$ cat config.mk
export PLATFORM = sky130hd
export DESIGN_NAME = lsti_front
export DESIGN_NICKNAME = d
export VERILOG_FILES = /design/src/hw/rtl/lsti_pkg.sv /design/src/hw/rtl/lsti_front.sv
export SDC_FILE = /design/constraint.sdc
export NUM_CORES = 1
export LEC_CHECK = 0
export BUFFER_PORTS_ARGS = -buffer_cell sky130_fd_sc_hd__buf_2
export CAP_MARGIN = 20
export CELL_PAD_IN_SITES_DETAIL_PLACEMENT = 1
export CELL_PAD_IN_SITES_GLOBAL_PLACEMENT = 1
export CORE_AREA = 8 8 56 58
export DETAILED_ROUTE_END_ITERATION = 16
export DIE_AREA = 0 0 64 66
export PLACE_DENSITY = 0.87
export SLEW_MARGIN = 0
export SYNTH_ARGS = -nofsm -noshare
export SYNTH_HDL_FRONTEND = slang
export SYNTH_SLANG_ARGS = --single-unit
export TNS_END_PERCENT = 50
$ cat constraint.sdc
create_clock -name clk_i -period 2.7 [get_ports clk_i]
set_input_delay 0.135 -clock clk_i [delete_from_list [all_inputs] [get_ports clk_i]]
set_output_delay 0.135 -clock clk_i [all_outputs]
set_load 0.01 [all_outputs]
$ cat src/hw/rtl/lsti_pkg.sv
// ----------------------------------------------------------------------------
// lsti_pkg
// Shared types, constants and the quarter-wave sine builder for the L-system
// turtle interpreter.
// ----------------------------------------------------------------------------
package lsti_pkg;

  // Sizes
  localparam int unsigned STACK_DEPTH = 128;
  localparam int unsigned SINE_BITS   = 10;
  localparam int unsigned QUARTER     = 1 << (SINE_BITS - 2);
  localparam int unsigned QTAB_AW     = SINE_BITS - 1;
  localparam int unsigned LEVEL_W     = $clog2(STACK_DEPTH + 1);
  localparam int unsigned STACK_AW    = $clog2(STACK_DEPTH);
  localparam int unsigned QUEUE_DEPTH = 2;
  localparam int unsigned QUEUE_AW    = (QUEUE_DEPTH > 1) ? $clog2(QUEUE_DEPTH) : 1;
  localparam int unsigned QUEUE_CW    = $clog2(QUEUE_DEPTH + 1);

  // Fixed-point constants
  localparam logic [63:0] HALF_PI_Q30 = 64'd1686629713;
  localparam logic [15:0] NUDGE_PLUS  = 16'd364;  // +2 degrees
  localparam logic [15:0] NUDGE_MINUS = 16'd273;  // -1.5 degrees

  // Configuration register indexes
  localparam logic [2:0] CFG_SEG_LENGTH    = 3'd0;
  localparam logic [2:0] CFG_TURN_STEP     = 3'd1;
  localparam logic [2:0] CFG_START_HEADING = 3'd2;
  localparam logic [2:0] CFG_ORIGIN_X      = 3'd3;
  localparam logic [2:0] CFG_ORIGIN_Y      = 3'd4;

  // Configuration reset values
  localparam logic [7:0]  SEG_LENGTH_RST    = 8'd8;
  localparam logic [15:0] TURN_STEP_RST     = 16'd4551;
  localparam logic [15:0] START_HEADING_RST = 16'd49152;
  localparam logic [9:0]  ORIGIN_X_RST      = 10'd32;
  localparam logic [9:0]  ORIGIN_Y_RST      = 10'd64;

  // Symbol codes (ASCII)
  localparam logic [7:0] SYM_DRAW      = 8'h46;  // F
  localparam logic [7:0] SYM_MOVE      = 8'h66;  // f
  localparam logic [7:0] SYM_GO        = 8'h47;  // G
  localparam logic [7:0] SYM_PLUS      = 8'h2B;  // +
  localparam logic [7:0] SYM_MINUS     = 8'h2D;  // -
  localparam logic [7:0] SYM_MIRROR    = 8'h26;  // &
  localparam logic [7:0] SYM_NUDGE_UP  = 8'h78;  // x
  localparam logic [7:0] SYM_NUDGE_DN  = 8'h79;  // y
  localparam logic [7:0] SYM_PUSH      = 8'h5B;  // [
  localparam logic [7:0] SYM_POP       = 8'h5D;  // ]
  localparam logic [7:0] SYM_BUD       = 8'h42;  // B
  localparam logic [7:0] SYM_END       = 8'h00;  // end of string

  // Stack fault codes
  localparam logic [1:0] FAULT_NONE = 2'd0;
  localparam logic [1:0] FAULT_PUSH = 2'd1;
  localparam logic [1:0] FAULT_POP  = 2'd2;

  typedef enum logic [3:0] {
    OP_NONE,
    OP_DRAW,
    OP_MOVE,
    OP_TURN_L,
    OP_TURN_R,
    OP_MIRROR,
    OP_NUDGE_UP,
    OP_NUDGE_DN,
    OP_PUSH,
    OP_POP,
    OP_BUD
  } lsti_op_e;

  typedef enum logic {
    ST_LOOK,
    ST_EXEC
  } lsti_state_e;

  typedef struct packed {
    logic [7:0] symbol;
    logic [7:0] next_symbol;
    logic       first_symbol;
  } lsti_in_t;

  typedef struct packed {
    logic               line_valid;
    logic               bud_valid;
    logic signed [15:0] from_x;
    logic signed [15:0] from_y;
    logic signed [15:0] to_x;
    logic signed [15:0] to_y;
    logic [1:0]         stack_fault;
  } lsti_out_t;

  // Classified symbol handed from front to back
  typedef struct packed {
    lsti_op_e op;
    logic     bud_end;  // next symbol is ] or end of string; the bud flag of F
    logic     first;
  } lsti_cmd_t;

  typedef struct packed {
    logic [7:0]  seg_length;
    logic [15:0] turn_step;
    logic [15:0] start_heading;
    logic [9:0]  origin_x;
    logic [9:0]  origin_y;
  } lsti_cfg_t;

  typedef struct packed {
    logic signed [15:0] x;
    logic signed [15:0] y;
    logic [15:0]        heading;
  } lsti_turtle_t;

  // sin(pi/2 * k / QUARTER) in Q1.15 by a Taylor series; elaboration only.
  // Terms up to x^17, each divided by (2n)(2n+1) of its order.
  function automatic logic [14:0] quarter_sine(input int unsigned k);
    logic [63:0]        x;
    logic [63:0]        x2;
    logic [63:0]        term;
    logic [63:0]        r;
    logic signed [63:0] sum;
    x    = (HALF_PI_Q30 * 64'(k)) / QUARTER;
    x2   = (x * x) >> 30;
    term = x;
    sum  = $signed(x);
    term = ((term * x2) >> 30) / 64'd6;
    sum  = sum - $signed(term);
    term = ((term * x2) >> 30) / 64'd20;
    sum  = sum + $signed(term);
    term = ((term * x2) >> 30) / 64'd42;
    sum  = sum - $signed(term);
    term = ((term * x2) >> 30) / 64'd72;
    sum  = sum + $signed(term);
    term = ((term * x2) >> 30) / 64'd110;
    sum  = sum - $signed(term);
    term = ((term * x2) >> 30) / 64'd156;
    sum  = sum + $signed(term);
    term = ((term * x2) >> 30) / 64'd210;
    sum  = sum - $signed(term);
    term = ((term * x2) >> 30) / 64'd272;
    sum  = sum + $signed(term);
    if (sum < 0) begin
      sum = '0;
    end
    r = ($unsigned(sum) + 64'd16384) >> 15;
    if (r > 64'd32767) begin
      r = 64'd32767;
    end
    return r[14:0];
  endfunction

endpackage

$ cat src/hw/rtl/lsti_front.sv
// ----------------------------------------------------------------------------
// lsti_front
// Accepts symbols, decodes them into turtle commands and buffers them in a
// short queue toward the execution back end.
// ----------------------------------------------------------------------------
module lsti_front (
  input  logic               clk_i,
  input  logic               rst_ni,
  input  logic               in_valid_i,
  output logic               in_ready_o,
  input  lsti_pkg::lsti_in_t in_data_i,
  output logic               cmd_valid_o,
  input  logic               cmd_ready_i,
  output lsti_pkg::lsti_cmd_t cmd_o
);
  import lsti_pkg::*;

  lsti_cmd_t           dec_cmd;
  lsti_cmd_t           q_mem [QUEUE_DEPTH];
  logic [QUEUE_AW-1:0] wr_ptr_q, wr_ptr_d;
  logic [QUEUE_AW-1:0] rd_ptr_q, rd_ptr_d;
  logic [QUEUE_CW-1:0] count_q, count_d;
  logic                push, pop;

  // Symbol decode
  always_comb begin
    dec_cmd.first   = in_data_i.first_symbol;
    dec_cmd.bud_end = (in_data_i.next_symbol == SYM_POP) ||
                      (in_data_i.next_symbol == SYM_END);
    case (in_data_i.symbol)
      SYM_DRAW:     dec_cmd.op = OP_DRAW;
      SYM_MOVE:     dec_cmd.op = OP_MOVE;
      SYM_GO:       dec_cmd.op = OP_MOVE;
      SYM_PLUS:     dec_cmd.op = OP_TURN_L;
      SYM_MINUS:    dec_cmd.op = OP_TURN_R;
      SYM_MIRROR:   dec_cmd.op = OP_MIRROR;
      SYM_NUDGE_UP: dec_cmd.op = OP_NUDGE_UP;
      SYM_NUDGE_DN: dec_cmd.op = OP_NUDGE_DN;
      SYM_PUSH:     dec_cmd.op = OP_PUSH;
      SYM_POP:      dec_cmd.op = OP_POP;
      SYM_BUD:      dec_cmd.op = OP_BUD;
      default:      dec_cmd.op = OP_NONE;
    endcase
  end

  // Queue control
  assign in_ready_o  = (count_q != QUEUE_CW'(QUEUE_DEPTH));
  assign cmd_valid_o = (count_q != '0);
  assign cmd_o       = q_mem[rd_ptr_q];
  assign push        = in_valid_i && in_ready_o;
  assign pop         = cmd_valid_o && cmd_ready_i;

  always_comb begin
    wr_ptr_d = wr_ptr_q;
    rd_ptr_d = rd_ptr_q;
    count_d  = count_q;
    if (push) begin
      wr_ptr_d = (wr_ptr_q == QUEUE_AW'(QUEUE_DEPTH - 1)) ? '0 : wr_ptr_q + 1'b1;
    end
    if (pop) begin
      rd_ptr_d = (rd_ptr_q == QUEUE_AW'(QUEUE_DEPTH - 1)) ? '0 : rd_ptr_q + 1'b1;
    end
    if (push && !pop) begin
      count_d = count_q + 1'b1;
    end else if (pop && !push) begin
      count_d = count_q - 1'b1;
    end
  end

  always_ff @(posedge clk_i or negedge rst_ni) begin
    if (!rst_ni) begin
      wr_ptr_q <= '0;
      rd_ptr_q <= '0;
      count_q  <= '0;
    end else begin
      wr_ptr_q <= wr_ptr_d;
      rd_ptr_q <= rd_ptr_d;
      count_q  <= count_d;
    end
  end

  // Queue storage
  always_ff @(posedge clk_i) begin
    if (push) begin
      q_mem[wr_ptr_q] <= dec_cmd;
    end
  end

endmodule

==> qor.csv <==
stage;metric;value;unit
critical_path;Critical Path Slowest Stage Cell;dfrtp_1;
global_route;largest net degree at the start of global routing;10;
clocking;root buf cell;clkbuf_4;
routing;Pre-antenna DRT Iters;2;
global_route;M3 GR Usage;0.0254;
critical_path;reg-to-reg endpoint;count_q[1];
pwr;sw frac;0.331;
pwr;worst vdd ir;435;uV
finish;Antenna Cells;0;
critical_path;cell mode on critical path;xor2_1;
clocking;CTS H-tree depth;1;
min_path;hold_sp;in_data_i[0];
placed_design;port bufs;28;
min_path;Min-Delay Path Depth;1;
synth;Yosys top cell area share;0.408;
global_route;met2 Use GR;0.179;
routing;drt drc;0;
global_route;total congestion overflow;0;
clocking;CTS Sinks;16;
synth;gate count of the mapped netlist;71;
pwr;Total Power;881;uW
critical_path;Max FO, Critical Path;4;
critical_path;Worst EP required;2920;ps
placed_design;pre-CTS setup slack;1130;ps
sta;worst slew pin tran;492;ps
floorplanning;die area;4220;um^2
finish;share of cells above drive strength 1;0.406;
sta;Final Slew Violations;0;
min_path;hold crit path type;input pin to flop;
synth;synth top area cells;edfxtp_1, dfrtp_1, mux2_2;
clocking;CTS tree;yes;
pwr;PwrDens;811;nW/um^2
sta;crit path time final;1580;ps
synth;Mapped Area;883;um^2
min_path;worst hold path endpoint;q_mem[1][0];
synth;Yosys warning count;0;
pwr;Net Sw Power;292;uW
sta;Fmax achieved;633;MHz
critical_path;r2r startpoint;count_q[0];
critical_path;crit start category;flop;
routing;Routed Antenna Nets;0;
critical_path;Critical Path Start;count_q[0];
pwr;Flop pwr share;0.450;
pwr;Internal;590;uW
synth;Primary FF master, synth;edfxtp_1;
synth;number of flops mapped to enable cells by yosys;12;
synth;Avg Cell Area, Syn;12.4;um^2
global_route;initial antenna violation count;0;
clocking;cts bufs inserted;3;
status;status;completed;
sta;Max-slew headroom;0.671;
floorplanning;Initial Util;0.381;
floorplanning;die span in x;64;um
critical_path;CP endpoint kind;flop;
finish;Layout Utilization;0.469;
global_route;first-pass GRT wire length;3580;um
synth;Synth top cells by count;edfxtp_1, mux2_2, dfrtp_1, xnor2_1, xor2_1;
pwr;clock network power share;0.179;
pwr;P_leak;0.436;nW
placed_design;HPWL after DPL;1700;um
clocking;Clock Latency Late Sink;290;ps
global_route;vias in the first global route;774;
sta;Final setup viols;0;
sta;Hold Violations, Final;0;
pwr;Gate power share;0.371;
flow_run;max-cap check violation count;0;
floorplanning;row count;18;
clocking;clk slew on worst S/H paths;90;ps
critical_path;arrival time worst endpoint;1800;ps
routing;starting DRC count in detailed routing;14;
critical_path;cell family with most CP delay;simple AND/OR/NAND/NOR gates;
critical_path;WP buf/inv;1;
synth;synth unique cells;33;
synth;leading area contributor after synthesis;edfxtp_1;
sta;PnR worst setup slack;1120;ps
floorplanning;core area;2320;um^2
clocking;CTS Buffer Depth;2;
floorplanning;I/O pins;29;
global_route;met1 usage in global routing;0.113;
critical_path;Critical Path Max Stage Delay;440;ps
critical_path;FF-to-FF path depth;7;
synth;register bit total from synthesis;16;
global_route;Total GRT Usage;0.105;
sta;hold_ws;40.2;ps
critical_path;crit-path cells;nand2b_1, nand2_1, inv_1, ha_1, xor2_1, nor2_1, xor2_1;
finish;Syn-to-layout area delta;23.1;%
sta;clk_skew;4.76;ps
placed_design;Placer Congestion;0.755;
routing;Avg Vias per Cell;5.27;
finish;Nets;124;
routing;post-DR wirelength/cell;15.9;um
critical_path;r2r setup slk;1120;ps
floorplanning;die height;66;um
global_route;GRT Max-Usage Layer;met2;
routing;wirelength, routed;2090;um
sta;unrepaired setup endpoints after global routing;false;
synth;ys async rst share;0.250;
synth;post-synthesis sequential area ratio;0.521;
routing;detailed-route via count;690;
sta;TNS Setup;0;ps
synth;Syn Nets;93;
critical_path;critical path class;flop to flop;
synth;most frequent cell after synthesis;edfxtp_1;
sta;Final period util;0.585;
clocking;Setup Fix Bufs, Post-CTS;0;
## kinds of logic after synthesis
kind of cell	Yosys count	synth area share
buffers and inverters	4	0.0269
xor gates and xnor gates	8	0.0793
muxes	7	0.0878
and+or+nand+nor	28	0.208
DFF	16	0.521
AOI/OAI and AO/OA	7	0.0623
adders and majority gates	1	0.0142
## through the flow
stage / std cells / cell area, um^2
3_3_place_gp: 126 / 1040
4_1_cts: 131 / 1090
5_1_grt: 131 / 1090
3_5_place_dp: 126 / 1040
6_report: 131 / 1090
2_1_floorplan: 71 / 883
## worst register-to-register path: cells and delay by family, from the launching register on
kind                     cells  cell delay, ps
adder cells (fa/ha/maj)      1             220
buffers and inverters        1              70
flip-flops                   1             440
AND/OR/NAND/NOR              3             470
XOR/XNOR                     2             300
## worst max-delay path by stage
stage,end,slack (ps),depth (start not counted)
6_report,count_q[1],1120,7
5_1_grt,count_q[1],1010,7
3_3_place_gp,count_q[1],1280,6
4_1_cts,count_q[1],1100,7
3_5_place_dp,count_q[1],1130,7
2_1_floorplan,count_q[1],1270,6
## power by group through the flow
stage,logic (mW),registers [mW],clock network (mW)
finish,0.327,0.397,0.157
detailed placement,0.334,0.406,0
CTS,0.337,0.400,0.165
global placement,0.308,0.397,0
floorplan,0.234,0.374,0
global route,0.365,0.405,0.171
## area by class of cell
class,count,area [um^2]
Sequential cell,16,460
Clock buffer,4,36.3
Timing Repair Buffer,29,150
Fill cell,268,1230
Multi-Input combinational cell,51,399
Tap cell,30,37.5
Inverter,1,3.75
## what timing repair did
| item | 4_1_cts | 5_1_grt |
|---|---|---|
| hold endpoints to repair | 4 | 0 |
| gates resized for setup | 0 | 0 |
| hold buffers | 1 | 0 |
## layer usage
metal / routed length, um / up-vias
li1: - / 329
met1: 910 / 333
met2: 1000 / 24
met3: 117 / 4
met4: 58 / 0
met5: 0 / -
## cell usage in the layout (no fill, tap or decap), types with 4 or more instances in the layout
cell type | netlist | layout
buf_2 | 1 | 28
edfxtp_1 | 12 | 12
xnor2_1 | 4 | 4
mux2_2 | 6 | 6
dfrtp_1 | 4 | 4
xor2_1 | 4 | 4
## sequential cells by signal, summed over array words and instances (netlist names)
register,flops
q_mem,12
count_q,2
rd_ptr_q,1
wr_ptr_q,1
Power figures use the tool's default switching activity.
